--- src/hdl/sme_pkg.sv ---
package sme_pkg;

   typedef enum logic [2:0] {
      REQ_SET_RECT   = 3'd0,
      REQ_CLEAR_RECT = 3'd1,
      REQ_SELECT_ALL = 3'd2,
      REQ_CLEAR_ALL  = 3'd3,
      REQ_QUERY_PIX  = 3'd4,
      REQ_QUERY_BOX  = 3'd5
   } req_code_type;

   typedef enum logic [1:0] {
      OP_NOP   = 2'd0,
      OP_FILL  = 2'd1,
      OP_PIXEL = 2'd2,
      OP_BOX   = 2'd3
   } op_type;

   localparam int CSR_WIDTH  = 0;
   localparam int CSR_HEIGHT = 1;

   typedef enum logic [1:0] {
      ST_IDLE  = 2'd0,
      ST_CLEAR = 2'd1,
      ST_WORK  = 2'd2,
      ST_EMIT  = 2'd3
   } exec_state_type;

endpackage

--- src/hdl/sme_front.sv ---
module sme_front #(
   parameter int XW = 8,
   parameter int YW = 8
) (
   input  logic                 clock,
   input  logic                 reset,
   input  logic [2:0]           req_type,
   input  logic signed [9:0]    pos_x,
   input  logic signed [9:0]    pos_y,
   input  logic [9:0]           rect_w,
   input  logic [9:0]           rect_h,
   input  logic [XW:0]          eff_w,
   input  logic [YW:0]          eff_h,
   input  logic                 flush,
   input  logic                 deq,
   output logic                 q_full,
   output logic                 q_valid,
   output sme_pkg::op_type      q_op,
   output logic                 q_val,
   output logic [XW:0]          q_x0,
   output logic [XW:0]          q_x1,
   output logic [YW:0]          q_y0,
   output logic [YW:0]          q_y1,
   input  logic                 push
);
   import sme_pkg::*;

   localparam int EW = 22;

   op_type          op;
   logic            val;
   logic signed [EW-1:0] sx0, sy0, sx1, sy1, sw, sh;
   logic [XW:0]     x0, x1;
   logic [YW:0]     y0, y1;

   always_comb begin
      sw  = $signed({{(EW-XW-1){1'b0}}, eff_w});
      sh  = $signed({{(EW-YW-1){1'b0}}, eff_h});
      sx0 = EW'(pos_x);
      sy0 = EW'(pos_y);
      sx1 = sx0 + $signed({{(EW-10){1'b0}}, rect_w});
      sy1 = sy0 + $signed({{(EW-10){1'b0}}, rect_h});
      op  = OP_NOP;
      val = 1'b0;
      unique case (req_type)
         REQ_SET_RECT, REQ_CLEAR_RECT: begin
            op  = OP_FILL;
            val = (req_type == REQ_SET_RECT);
         end
         REQ_SELECT_ALL: begin
            op  = OP_FILL;
            val = 1'b1;
            sx0 = '0;
            sy0 = '0;
            sx1 = sw;
            sy1 = sh;
         end
         REQ_CLEAR_ALL: begin
            op  = OP_FILL;
            sx0 = '0;
            sy0 = '0;
            sx1 = sw;
            sy1 = sh;
         end
         REQ_QUERY_PIX: begin
            op  = OP_PIXEL;
            sx1 = sx0 + EW'(1);
            sy1 = sy0 + EW'(1);
         end
         REQ_QUERY_BOX: begin
            op  = OP_BOX;
            sx0 = '0;
            sy0 = '0;
            sx1 = sw;
            sy1 = sh;
         end
         default: op = OP_NOP;
      endcase
      if (sx0 < 0) sx0 = '0;
      if (sy0 < 0) sy0 = '0;
      if (sx1 > sw) sx1 = sw;
      if (sy1 > sh) sy1 = sh;
      if (sx1 < sx0) sx1 = sx0;
      if (sy1 < sy0) sy1 = sy0;
      if (sx0 > sw) begin
         sx0 = sw;
         sx1 = sw;
      end
      if (sy0 > sh) begin
         sy0 = sh;
         sy1 = sh;
      end
      x0 = sx0[XW:0];
      x1 = sx1[XW:0];
      y0 = sy0[YW:0];
      y1 = sy1[YW:0];
   end

   // two entry queue
   logic [1:0]  cnt_ff, cnt_in;
   logic        rd_ff, rd_in, wr_ff, wr_in;
   op_type      op_ff [2];
   logic        val_ff [2];
   logic [XW:0] x0_ff [2], x1_ff [2];
   logic [YW:0] y0_ff [2], y1_ff [2];
   logic        enq;

   assign q_full  = (cnt_ff == 2'd2);
   assign q_valid = (cnt_ff != 2'd0);
   assign enq     = push && !q_full;

   always_comb begin
      cnt_in = cnt_ff + {1'b0, enq} - {1'b0, deq};
      rd_in  = deq ? !rd_ff : rd_ff;
      wr_in  = enq ? !wr_ff : wr_ff;
      if (flush) begin
         cnt_in = '0;
         rd_in  = 1'b0;
         wr_in  = 1'b0;
      end
   end

   always_ff @(posedge clock) begin
      if (reset) begin
         cnt_ff <= '0;
         rd_ff  <= 1'b0;
         wr_ff  <= 1'b0;
      end else begin
         cnt_ff <= cnt_in;
         rd_ff  <= rd_in;
         wr_ff  <= wr_in;
      end
      if (enq) begin
         op_ff[wr_ff]  <= op;
         val_ff[wr_ff] <= val;
         x0_ff[wr_ff]  <= x0;
         x1_ff[wr_ff]  <= x1;
         y0_ff[wr_ff]  <= y0;
         y1_ff[wr_ff]  <= y1;
      end
   end

   assign q_op  = op_ff[rd_ff];
   assign q_val = val_ff[rd_ff];
   assign q_x0  = x0_ff[rd_ff];
   assign q_x1  = x1_ff[rd_ff];
   assign q_y0  = y0_ff[rd_ff];
   assign q_y1  = y1_ff[rd_ff];

   assert property (@(posedge clock) disable iff (reset) q_full |-> !(cnt_in > 2'd2))
      else $error("queue overflow");
   assert property (@(posedge clock) disable iff (reset) deq |-> q_valid)
      else $error("dequeue from empty queue");
   assert property (@(posedge clock) disable iff (reset)
         q_valid |-> (q_x0 <= q_x1 && q_y0 <= q_y1))
      else $error("bad clipped rectangle");
endmodule

--- config.mk ---
export PLATFORM = sky130hd
export DESIGN_NAME = sme_front
export DESIGN_NICKNAME = d
export VERILOG_FILES = /design/src/hdl/sme_pkg.sv /design/src/hdl/sme_front.sv
export SDC_FILE = /design/constraint.sdc
export NUM_CORES = 1
export LEC_CHECK = 0
export BUFFER_PORTS_ARGS = -buffer_cell sky130_fd_sc_hd__buf_2
export CELL_PAD_IN_SITES_DETAIL_PLACEMENT = 0
export CELL_PAD_IN_SITES_GLOBAL_PLACEMENT = 1
export CORE_MARGIN = 2
export CORE_UTILIZATION = 45
export DETAILED_ROUTE_END_ITERATION = 8
export PLACE_DENSITY = 0.85
export REMOVE_ABC_BUFFERS = 1
export SLEW_MARGIN = 25
export SYNTH_ARGS = -nofsm -noshare
export SYNTH_HDL_FRONTEND = slang
export SYNTH_SLANG_ARGS = --single-unit
--- constraint.sdc ---
create_clock -name clock -period 10 [get_ports clock]
set_clock_uncertainty 0.2 [all_clocks]
set_input_delay 1.5 -clock clock [delete_from_list [all_inputs] [get_ports clock]]
set_output_delay 1.5 -clock clock [all_outputs]
set_load 0.01 [all_outputs]
* Word level (Yosys, flattened, before mapping) *
Memory sizes are Yosys's and may differ from the RTL's. A register that Yosys moved wholly into a read port is not among the register bits.
Index checks and enable logic that the tools add are counted.
Widths: inputs -> output; s select.

cells by class
  equal/unequal tests = 6
  reduce and logical (&&, ||, !) cells = 10
  $lt $le $gt $ge = 8
  multiplexer cells = 30
  add/subtract/negate cells = 6

operator list
  cell                   count
  $mux 22                6
  $gt 22x10->1           4
  $pmux 22 s2            2
  $mux 9                 6
  $lt 22x1->1 const B    2
  $lt 22x22->1           2
  $add 10x11->12         2
  $add 10x2->11 const B  2
  $mux 1                 14
  $eq 3x2->1 const B     2
  $eq 3x3->1 const B     2
  $pmux 2 s3             1
  $reduce_or 2->1        2
  $reduce_or 4->1        1
  $eq 3x1->1 const B     1
  $logic_not 1->1        3
  $logic_not 3->1        1
  $reduce_or 3->1        1
  $add 2x1->2            1
  $eq 2x2->1 const B     1
  $pmux 1 s2             1
  $reduce_bool 2->1      1
  $sub 2x1->2            1
  $logic_and 1x1->1      1

storage, ports and cells
  register bits = 4
  memory bits (writable) = 78
  memories = 6
  input port bits = 66
  word-level logic and storage cells = 69

memory list
  name    depth  bits a word  read ports  clocked after Yosys merged registers in  write ports  line              source
  x0_ff   2      9            1           1                                        1            sme_front.sv:104  logic [XW:0] x0_ff [2], x1_ff [2];
  x1_ff   2      9            1           1                                        1            sme_front.sv:104
  y0_ff   2      9            1           1                                        1            sme_front.sv:105  logic [YW:0] y0_ff [2], y1_ff [2];
  y1_ff   2      9            1           1                                        1            sme_front.sv:105
  op_ff   2      2            1           1                                        1            sme_front.sv:102  op_type op_ff [2];
  val_ff  2      1            1           1                                        1            sme_front.sv:103  logic val_ff [2];

* Longest topological paths before layout *
Gate-level depths: netlist of the first run.

  depth after elaboration = 8
  gate-level depth with buffers = 33
  mapped depth without buffers = 31

* Worst setup path before layout of the first run *
Ideal clock, no wire load.

  kind = input to register
  from = input pos_y[0]
  to = memory y1_ff[0][3] in the netlist's numbering, data pin
  path slack = 2,129 ps
  data required time = 9,538 ps
  library setup time = 262 ps
  data arrival time = 7,408 ps
  stages = 31
  cells stage by stage = ha_1 -> inv_1 -> fa_1 -> mux2_2 -> o21ai_0 -> ha_1 -> nor2b_1 -> o21a_1 -> o21a_1 -> o21a_1 -> o21a_1 -> o21a_1 -> o21a_1 -> o21ai_0 -> nand2_1 -> ha_1 -> o31a_1 -> clkbuf_1 -> clkbuf_1 -> a21oi_1 -> ha_1 -> a211oi_1 -> nor2_1 -> a2111o_1 -> nand2_1 -> nand2_2 -> o31ai_4 -> nand3_2 -> and2_4 -> buf_6 -> o221a_1

between the ends
  longest elaborated chain between the ends = 7
  elaborated cells on any way between the ends = 12
  those cells by class = add/sub (2); order compare (4); mux (6)

RTL lines
  what                                             line                              source
  from (decl)                                      sme_front.sv:9                    input logic signed [9:0] pos_y,
  $add 10x11->12 or $add 10x2->11 (tied branches)  sme_front.sv:42, sme_front.sv:68
  $pmux 22 s2                                      sme_front.sv:45                   unique case (req_type)
  $gt 22x10->1                                     sme_front.sv:82                   if (sy1 > sh) sy1 = sh;
  $mux 22                                          sme_front.sv:82
  $lt 22x22->1                                     sme_front.sv:84                   if (sy1 < sy0) sy1 = sy0;
  $mux 9                                           sme_front.sv:84
  $mux 9 (*)                                       sme_front.sv:89                   if (sy0 > sh) begin
  via sy1[3]                                       sme_front.sv:32                   logic signed [EW-1:0] sx0, sy0, sx1, sy1, sw, sh;
  to (decl)                                        sme_front.sv:105

The timed path passes the listed nets; every way through them passes the cells marked *.

* Worst setup path in the final report of the first run *
  from = input pos_y[0]
  to = memory y1_ff[1][7] in the netlist's numbering, data pin

Same word-level chain as after synthesis.

==> results of run 1 <==
sequential cells by signal, summed over array words and instances (netlist names), named ones only:
name and count:
cnt_ff 2, x1_ff 18, y0_ff 18, rd_ff 1
y1_ff 18, x0_ff 18, val_ff 2, op_ff 4
wr_ff 1
worst max-delay path: cells and delay by family:
kind,cells,cell delay [ns]
compound gates,15,3.70
fa+ha+maj,5,1.66
simple gates,7,0.78
mux,1,0.27
buf+inv,2,0.26
synth_stat cells, drive strengths merged (2+ instances only):
master / number
xnor2: 15
o2bb2ai: 2
nand2b: 5
a211oi: 13
o21ai: 62
o2111ai: 3
mux2: 46
and4: 2
o221ai: 7
nand2: 90
o211ai: 8
dfxtp: 5
nor2: 54
a21o: 13
inv: 55
o21a: 18
xor2: 16
nor2b: 11
a21boi: 2
nand3: 17
and2: 2
nand4b: 5
o31ai: 2
fa: 2
a21oi: 34
a2111o: 4
nor3: 13
ha: 80
and3: 6
or2: 7
clkbuf: 19
o221a: 13
nand4: 9
edfxtp: 78
a22oi: 4
and4b: 2
o31a: 2
buf: 7
a221oi: 2
mux2i: 5
a31oi: 6
a221o: 3
a41oi: 2
layer usage:
metal,wire [um],vias to the layer above
met3,1030,23
li1,-,3055
met4,272,0
met5,0,-
met1,9510,2863
met2,8120,181
area by class of cell:
| type | instances | area share (%) |
|---|---|---|
| sequential | 83 | 29.6 |
| clock buffer | 9 | 2.73 |
| timing repair buffer | 109 | 6.71 |
| tap | 216 | 3.28 |
| inverter | 55 | 2.50 |
| clock inverter | 7 | 0.925 |
| multi-input combinational | 604 | 54.2 |
power by group:
part	internal (mW)	switching [mW]	total (mW)
registers	0.451	0.0115	0.462
clock network	0.195	0.139	0.334
logic	0.241	0.333	0.574
total	0.886	0.484	1.37
worst max path at each step:
stage | start | endpoint | slack (ns) | depth (start not counted)
finish | pos_y[0] | y1_ff[1][7] | 1.67 | 30
global placement | pos_y[0] | y1_ff[0][7] | 1.50 | 30
floorplan | pos_y[0] | y1_ff[0][3] | 2.40 | 29
global route | pos_x[0] | x1_ff[1][2] | 1.02 | 30
CTS | pos_y[0] | y1_ff[1][7] | 1.77 | 30
detailed placement | pos_y[0] | y1_ff[0][7] | 1.45 | 30
per-stage QoR:
stage | area (um2) | instances | hold WS [ns]
after floorplan | 7110 | 742 | 0.318
after CTS | 8250 | 1083 | 0.346
final | 8250 | 1083 | 0.349
after global routing | 8250 | 1083 | 0.408
after global placement | 7950 | 1067 | 0.340
after detailed placement | 7950 | 1067 | 0.329
cells by family after synthesis:
family | share of synthesized area (%)
simple gates | 15.0
mux | 7.85
buf+inv | 4.55
xor+xnor | 3.75
flops | 33.8
fa+ha+maj | 14.4
compound gates | 20.8
cell usage in the layout (no fill, tap or decap), types with 3 or more instances in the layout:
cell type,synthesis,routed
a2111o_1,4,4
a211oi_1,12,12
a21o_1,13,13
a21oi_1,34,34
a221o_1,3,3
a22oi_1,4,4
a31oi_1,6,6
and3_1,6,5
buf_2,2,106
buf_4,0,3
clkbuf_16,0,9
dfxtp_1,5,4
edfxtp_1,78,78
ha_1,80,80
inv_1,55,55
mux2_2,46,46
mux2i_1,5,5
nand2_1,88,88
nand2b_1,5,5
nand3_1,16,16
nand4_1,9,9
nand4b_1,5,5
nor2_1,54,53
nor2b_1,10,10
nor3_1,12,12
o2111ai_1,3,3
o211ai_1,8,8
o21a_1,18,18
o21ai_0,58,58
o21ai_1,3,3
o221a_1,4,4
o221a_2,9,9
o221ai_1,7,7
or2_2,7,7
xnor2_1,15,15
xor2_1,16,16
==> results by group, run 1 <==
Global routing
  – GR Overflow Total: 0
  – Initial antenna violation count: 0
  – Met2 Usage GRT: 32.8%
  – First-pass GRT wire length: around 29 mm
  – Met3 Use GR: roughly 2.8%
  – GRT met1 Usage: 33.8%
  – GRT Total Usage: 22.1%
  – Largest net degree at the start of global routing: 40
  – Vias in the first global route: 5631
  – GR peak layer: met1

Synth
  – Mapped Area: ~7200 um2
  – Flops & latches, synth: 83
  – Avg Cell Area, Syn: 9.42 um2
  – Post-synth top area share: 32.4%
  – Top cells by area, synth: edfxtp_1 32%, ha_1 14%, mux2_2 7.2%, nand2_1 4.6%, o21ai_0 4.0%
  – Synth warnings: 0
  – FFs w/ async S/R, synth: 0%
  – Post-synthesis sequential area ratio: between 30% and 40%
  – Leading area contributor after synthesis: edfxtp_1
  – Post-Syn Instances: approximately 770
  – Post-synth EDFFs: slightly below 80
  – Unique masters post-synth: 72
  – Most used flip-flop cell after synthesis: edfxtp_1

Floorplan
  – Initial Util: 45.7%
  – Die width: 131 um
  – Die area: 17100 um2
  – Core area: 15800 um2
  – Top Ports: 107
  – Die Span Y: 131 um
  – Site Rows: 46

Drt
  – Drt initial violations: roughly 430
  – Routed WL per cell: approximately 17 um
  – Drt total wl: 18.9 mm
  – Drc violations: 0
  – Via count: slightly above 6000
  – Vias/cell: 5.65
  – Post-route ant nets: 0
  – Initial DRT Pass Iterations: 5

Power and ir drop
  – Worst ir drop on vdd: 0.000102 V
  – Overall power: 1.37 mW
  – Power density cells: 166 nW/um2
  – Leak pwr: ~3.6 nW

Clock tree
  – Clock Pin Slew Worst Setup and Hold Paths: 0.06 ns
  – # H-tree levels: 3
  – Clk buf depth: 2
  – PostCTS Resize Cnt: 0
  – Total setup buffers inserted after CTS: 0
  – CTS buffer count: 9
  – Clk sinks: between 80 and 90
  – Worst-skew pair later-pin latency: 0.33 ns
  – CTS tree: done
  – Hold buffers post-CTS: 0
  – Root Buffer Master: clkbuf_16

STA
  – Endpoints failing hold: 0
  – Measured slew at the worst slew-check pin: 1.00 ns
  – Final setup margin: 1.67 ns
  – # setup viols final: 0
  – RSZ-0062 raised after global routing: false
  – Max-slew violation count: 0
  – Peak Freq: 120 MHz
  – Headroom to the max-slew limit: 33.3%
  – Final TNS setup: 0 ns
  – Tmin final: 8.33 ns
  – Final period utilization: 83.3%

Critical path
  – FF-to-FF Start: cnt_ff[0]
  – Crit start category: primary input
  – Crit-path slowest cell: o31a_1
  – Worst reg2reg setup slack: approximately 8.0 ns
  – Most frequent cell on the critical path: o21a_1
  – Crit. End Element: flop
  – CP peak stage delay: around 0.55 ns
  – Critical path peak fanout: 16
  – CP Class: in -> reg
  – Worst path arrival time: slightly above 8 ns
  – Required @ worst endpoint: 9.85 ns
  – Worst reg2reg path depth: 2
  – FF-to-FF End: y0_ff[1][6]

Min path
  – Hold Path Origin: rd_ff
  – Hold Path Stages: 2
  – HP Class: reg -> reg

Layout
  – Synthesis-to-finish area growth: 14.0%
  – Inserted Diodes: 0
  – Footprint of the multi-input gates: between 4000 and 5000 um2
  – Layout Nets: 1010
  – Final Util: 52.1%
  – FILL cells: roughly 1500
  – Register area: 2440 um2
  – Ratio of cells with drive above 1 in the final layout: a little under a quarter

Flow run
  – Max-Cap Viols: 0

Place
  – Place WS: about 1.4 ns
  – Detailed Place HPWL: 14.8 mm
  – Final RePlAce weighted congestion: approximately 0.93
  – # port buffers: 106

Status
  – Outcome: completed
Note: power is estimated with default switching activity, not from simulation.
==> inputs of run 2 (changes only) <==
==> constraint.sdc (replaced) <==
create_clock -name clock -period 8 [get_ports clock]
set_clock_uncertainty 0.2 [all_clocks]
set_input_delay 1.2 -clock clock [delete_from_list [all_inputs] [get_ports clock]]
set_output_delay 1.2 -clock clock [all_outputs]
set_load 0.01 [all_outputs]
==> run 2 against run 1 <==
Effect of this change: hold slack lost 0.0093 ns; non-clock buffer count increased by 18; setup slack worse by 1.1 ns; final cell count is 1.7% higher; sequential power grew 25%; critical path type unchanged; via count is 1.9% higher; critical path depth rose by 1.
==> results by group, run 2 (synthesis results as in run 1) <==
Status
  – Outcome: completed

Clock tree
  – Clk buf depth: 2
  – Root Buffer Master: clkbuf_16
  – Worst-skew pair later-pin latency: around 0.33 ns
  – CTS tree: done
  – PostCTS Resize Cnt: 0
  – # H-tree levels: 3
  – Clock Pin Slew Worst Setup and Hold Paths: 0.06 ns
  – Total setup buffers inserted after CTS: 0
  – Clk sinks: 83
  – CTS buffer count: 9
  – Hold buffers post-CTS: 0

STA
  – Endpoints failing hold: 0
  – Final period utilization: 93.2%
  – Final setup margin: 0.546 ns
  – Headroom to the max-slew limit: about 34%
  – Peak Freq: 134 MHz
  – Measured slew at the worst slew-check pin: between 0.9 and 1 ns
  – RSZ-0062 raised after global routing: false
  – Tmin final: between 7 and 8 ns
  – # setup viols final: 0
  – Max-slew violation count: 0
  – Final TNS setup: 0 ns

Global routing
  – Met3 Use GR: 2.69%
  – GRT Total Usage: 22.9%
  – Met2 Usage GRT: 34.8%
  – GRT met1 Usage: 34.6%
  – First-pass GRT wire length: 30.1 mm
  – GR Overflow Total: 0
  – GR peak layer: met2
  – Vias in the first global route: 5646
  – Largest net degree at the start of global routing: 40
  – Initial antenna violation count: 0

Critical path
  – Critical path peak fanout: 10
  – Worst path arrival time: 7.34 ns
  – Worst setup endpoint: y1_ff[1][1]
  – Crit. path cell count: 31
  – Most frequent cell on the critical path: o21a_1
  – CP startpoint: pos_y[0]
  – FF-to-FF Start: cnt_ff[0]
  – Kind of cell adding the most delay to the critical path: compound AO/OA/AOI/OAI gates
  – Crit-path slowest cell: fa_1
  – Worst reg2reg path depth: 4
  – Crit. End Element: flop
  – FF-to-FF End: y1_ff[0][3]
  – Required @ worst endpoint: 7.88 ns
  – CP peak stage delay: 0.45 ns
  – CP Buf/Inv Count: 4
  – Crit start category: primary input
  – CP Class: in -> reg
  – Worst reg2reg setup slack: 6.03 ns

Floorplan
  – Site Rows: 46
  – Initial Util: 45.7%
  – Die width: 131 um
  – Core area: ~16000 um2
  – Die area: 17100 um2
  – Die Span Y: 131 um
  – Top Ports: 107

Layout
  – Commonest cells after routing, fill and taps aside: 106 x buf_2, 88 x nand2_1, 80 x ha_1, 78 x edfxtp_1, 58 x o21ai_0
  – Layout Nets: 1028
  – Ratio of cells with drive above 1 in the final layout: between 20 and 25%
  – Inserted Diodes: 0
  – Synthesis-to-finish area growth: 16.3%
  – Commonest non-fill, non-tap cell in the layout: buf_2
  – Final Util: 53.1%
  – Final cell count without fillers: approximately 1100

Power and ir drop
  – Leak pwr: 3.66 nW
  – Switching share of power: approximately a third
  – Worst ir drop on vdd: between 0.00008 and 0.00009 V
  – Clock power frac: 24.4%
  – Power density cells: 212 nW/um2
  – Net Sw Power: about 0.61 mW
  – Internal cell power: 1.17 mW
  – Comb power frac: a little over two fifths
  – Sequential Power Share: about a third

Flow run
  – Max-Cap Viols: 0

Place
  – Detailed Place HPWL: roughly 15 mm
  – Final RePlAce weighted congestion: 0.975
  – Place WS: 0.266 ns
  – # port buffers: 106
  – Placed Cells: about 1100

Drt
  – Initial DRT Pass Iterations: 5
  – Vias/cell: 5.66
  – Via count: 6237
  – Routed WL per cell: approximately 18 um
  – Post-route ant nets: 0
  – Drc violations: 0
  – Drt initial violations: 617
  – Drt total wl: 19.3 mm

Min path
  – HP Class: reg -> reg
## run 2: cell count changes in the layout (fill, tap and decap cells not counted)
cell	delta
bufinv_16	+1
inv_6	-2
clkinv_2	+1
clkbuf_1	+1
buf_4	+17
clkinvlp_4	-1
buf_16	+1
clkinv_1	+1
clkinv_4	-1
## run 2: worst register-to-register path: stages (launching register included)
cell	delay, ns
dfxtp_1	0.36
nand2b_1	0.15
nand2_1	0.14
nor2_4	0.57
buf_16	0.25
## run 2: layout make-up
type	count	area (um2)
fillers	1468	7420
multi-input cells	604	4470
flip-flops and latches	83	2440
repair buffers	127	708
well taps	216	270
clock buffers	10	229
inverters	55	206
clock inverters	6	81.3
## run 2: layer usage
| layer | wire length (um) | vias up |
|---|---|---|
| met3 | 1140 | 13 |
| li1 | - | 3114 |
| met5 | 0 | - |
| met1 | 9600 | 2906 |
| met4 | 253 | 0 |
| met2 | 8340 | 204 |
## run 2: per-stage QoR
stage	area [um2]	hold slack, ns	power [mW]
2_1_floorplan	7110	0.318	1.08
3_3_place_gp	8070	0.336	1.33
3_5_place_dp	8100	0.333	1.34
4_1_cts	8410	0.347	1.78
5_1_grt	8410	0.393	1.89
6_report	8410	0.340	1.78
## run 2: how the worst min path moves through the flow
| stage | depth (start not counted) | slack [ns] | end | from |
|---|---|---|---|---|
| floorplan | 2 | 0.32 | flop | rd_ff |
| global placement | 2 | 0.34 | flop | rd_ff |
| detailed placement | 2 | 0.33 | flop | rd_ff |
| CTS | 2 | 0.35 | flop | rd_ff |
| global route | 2 | 0.39 | flop | rd_ff |
| finish | 2 | 0.34 | flop | rd_ff |
## run 2: power groups by stage
| stage | registers [mW] | logic (mW) | clock network, mW |
|---|---|---|---|
| 2_1_floorplan | 0.583 | 0.502 | 0 |
| 4_1_cts | 0.580 | 0.760 | 0.439 |
| 3_5_place_dp | 0.589 | 0.755 | 0 |
| 5_1_grt | 0.584 | 0.846 | 0.458 |
| 3_3_place_gp | 0.585 | 0.744 | 0 |
| 6_report | 0.579 | 0.768 | 0.435 |
==> inputs of run 3 (changes only) <==
--- a/config.mk
+++ b/config.mk
@@ -8,6 +8,7 @@
 export BUFFER_PORTS_ARGS = -buffer_cell sky130_fd_sc_hd__buf_2
 export CELL_PAD_IN_SITES_DETAIL_PLACEMENT = 0
 export CELL_PAD_IN_SITES_GLOBAL_PLACEMENT = 1
+export CORE_ASPECT_RATIO = 2
 export CORE_MARGIN = 2
 export CORE_UTILIZATION = 45
 export DETAILED_ROUTE_END_ITERATION = 8
==> constraint.sdc (replaced) <==
create_clock -name clock -period 8 [get_ports clock]
set_clock_uncertainty 0.2 [all_clocks]
set_input_delay 0 -clock clock [delete_from_list [all_inputs] [get_ports clock]]
set_output_delay 0 -clock clock [all_outputs]
set_load 0.01 [all_outputs]
==> run 3 against run 2 <==
Effect of this change: sequential share of layout area is 0.25 points lower; first-iteration DRC count is 47% lower; hold slack worse by 0.31 ns; clock-buffer cell count stayed put; die area is 0.36% higher; global-route usage is 0.63 points lower; clock power hardly changed; final cell count is 1.1% lower; critical endpoint is now y1_ff[0][6]; largest cell class unchanged; highest routed layer unchanged.
==> results by group, run 3 (synthesis results as in run 1) <==
Status
  – Outcome: completed

Critical path
  – Worst reg2reg setup slack: 6.13 ns
  – CP Class: in -> reg
  – Crit-path slowest cell: o31a_1
  – Crit start category: primary input
  – Required @ worst endpoint: 7.85 ns
  – Crit. End Element: flop
  – FF-to-FF Start: cnt_ff[0]
  – Most frequent cell on the critical path: o21a_1
  – Worst path arrival time: 7.08 ns
  – Critical path peak fanout: 16
  – FF-to-FF End: x1_ff[1][7]
  – CP peak stage delay: 0.57 ns
  – Worst reg2reg path depth: 2

STA
  – Endpoints failing hold: 0
  – RSZ-0062 raised after global routing: false
  – # setup viols final: 0
  – Measured slew at the worst slew-check pin: 0.892 ns
  – Worst hold slack: 0.0309 ns
  – Headroom to the max-slew limit: about 40%
  – Final TNS setup: 0 ns
  – Max-slew violation count: 0
  – Peak Freq: approximately 140 MHz
  – Final setup margin: 0.767 ns
  – Tmin final: about 7.2 ns
  – Final period utilization: 90.4%

Drt
  – Drt total wl: 18.9 mm
  – Via count: between 6000 and 7000
  – Drc violations: 0
  – Vias/cell: between 5 and 6
  – Drt initial violations: between 300 and 400
  – Routed WL per cell: 17.4 um
  – Post-route ant nets: 0
  – Initial DRT Pass Iterations: 5

Min path
  – Hold Path Origin: pos_x[6]
  – Hold Path Stages: 3
  – HP Class: in -> reg
  – Hold Path Sink: x0_ff[0][6]

Clock tree
  – Hold buffers post-CTS: 20
  – CTS buffer count: 9
  – # H-tree levels: 3
  – Clk buf depth: 2
  – Clk sinks: 83
  – Worst-skew pair later-pin latency: 0.33 ns
  – Clock Pin Slew Worst Setup and Hold Paths: 0.06 ns
  – PostCTS Resize Cnt: 0
  – CTS tree: done
  – Root Buffer Master: clkbuf_16
  – Total setup buffers inserted after CTS: 0

Power and ir drop
  – Worst ir drop on vdd: 0.000116 V
  – Internal cell power: 1.15 mW
  – Net Sw Power: 0.583 mW
  – Clock power frac: 25.1%
  – Power density cells: approximately 200 nW/um2
  – Leak pwr: 3.67 nW
  – Switching share of power: 33.6%
  – Comb power frac: between 40% and 50%
  – Sequential Power Share: 33.1%

Layout
  – Inserted Diodes: 0
  – Final cell count without fillers: 1089
  – Commonest non-fill, non-tap cell in the layout: buf_2
  – Ratio of cells with drive above 1 in the final layout: 22.7%
  – Layout Nets: 1031
  – Synthesis-to-finish area growth: 17.2%
  – Commonest cells after routing, fill and taps aside: 106 x buf_2, 88 x nand2_1, 80 x ha_1, 78 x edfxtp_1, 58 x o21ai_0
  – FILL cells: 1485
  – Final Cell Area: 8480 um2

Floorplan
  – Top Ports: 107
  – Core area: 15800 um2
  – Die Span Y: 183 um
  – Initial Util: 45.9%
  – Die width: 93.7 um
  – Site Rows: 65
  – Die area: between 15000 and 20000 um2

Global routing
  – GR peak layer: met2
  – First-pass GRT wire length: roughly 30 mm
  – Largest net degree at the start of global routing: 40
  – GR Overflow Total: 0
  – Vias in the first global route: 6102
  – Initial antenna violation count: 0
  – GRT Total Usage: 22.3%
  – Met3 Use GR: around 2.1%
  – GRT met1 Usage: 25.0%
  – Met2 Usage GRT: 40.3%

Place
  – Cell Area, Placed: 7950 um2
  – # port buffers: 106
  – Place WS: 0.978 ns
  – Final RePlAce weighted congestion: around 0.93
  – Detailed Place HPWL: 15.3 mm
  – Placed Cells: 1053

Flow run
  – Max-Cap Viols: 0
## run 3: final cells by class
class / instances / area (um2) / area share [%]
clock buffer: 10 / 239 / 2.82
timing repair buffer: 130 / 781 / 9.20
clock inverter: 6 / 88.8 / 1.05
tap: 201 / 251 / 2.97
sequential: 83 / 2440 / 28.8
inverter: 55 / 206 / 2.43
multi-input combinational: 604 / 4470 / 52.7
## run 3: how the worst max path moves through the flow
stage / start / to / cells after the start
3_5_place_dp: pos_y[0] / y1_ff[0][2] / 30
3_3_place_gp: pos_y[0] / y1_ff[0][7] / 30
2_1_floorplan: pos_y[0] / y1_ff[0][3] / 29
6_report: pos_y[0] / y1_ff[0][6] / 31
5_1_grt: pos_y[0] / y1_ff[0][7] / 31
4_1_cts: pos_y[0] / y1_ff[0][6] / 31
## run 3: metrics by stage
| step | utilization [%] | power [mW] |
|---|---|---|
| floorplan | - | 1.08 |
| global placement | 50.2 | 1.28 |
| detailed placement | 50.4 | 1.30 |
| CTS | 53.8 | 1.75 |
| global route | 53.8 | 1.85 |
| finish | 53.8 | 1.74 |
## run 3: power groups by stage
stage / Combinational, mW / Sequential, mW / Clock (mW)
after global routing: 0.809 / 0.579 / 0.461
after detailed placement: 0.715 / 0.584 / 0
after global placement: 0.698 / 0.581 / 0
after floorplan: 0.502 / 0.583 / 0
final: 0.727 / 0.575 / 0.436
after CTS: 0.727 / 0.576 / 0.444
## run 3: per-layer routing
| layer | routed length [um] | share of wire, % |
|---|---|---|
| met2 | 9740 | 52 |
| met4 | 969 | 5.1 |
| met3 | 621 | 3.3 |
| met5 | 0 | 0 |
| met1 | 7570 | 40 |
## run 3: worst max-delay path: cells and delay by family
kind            cells  cell delay (ns)
fa+ha+maj           5             1.63
compound gates     15             3.55
buf+inv             3             0.82
simple gates        7             0.77
mux                 1             0.27
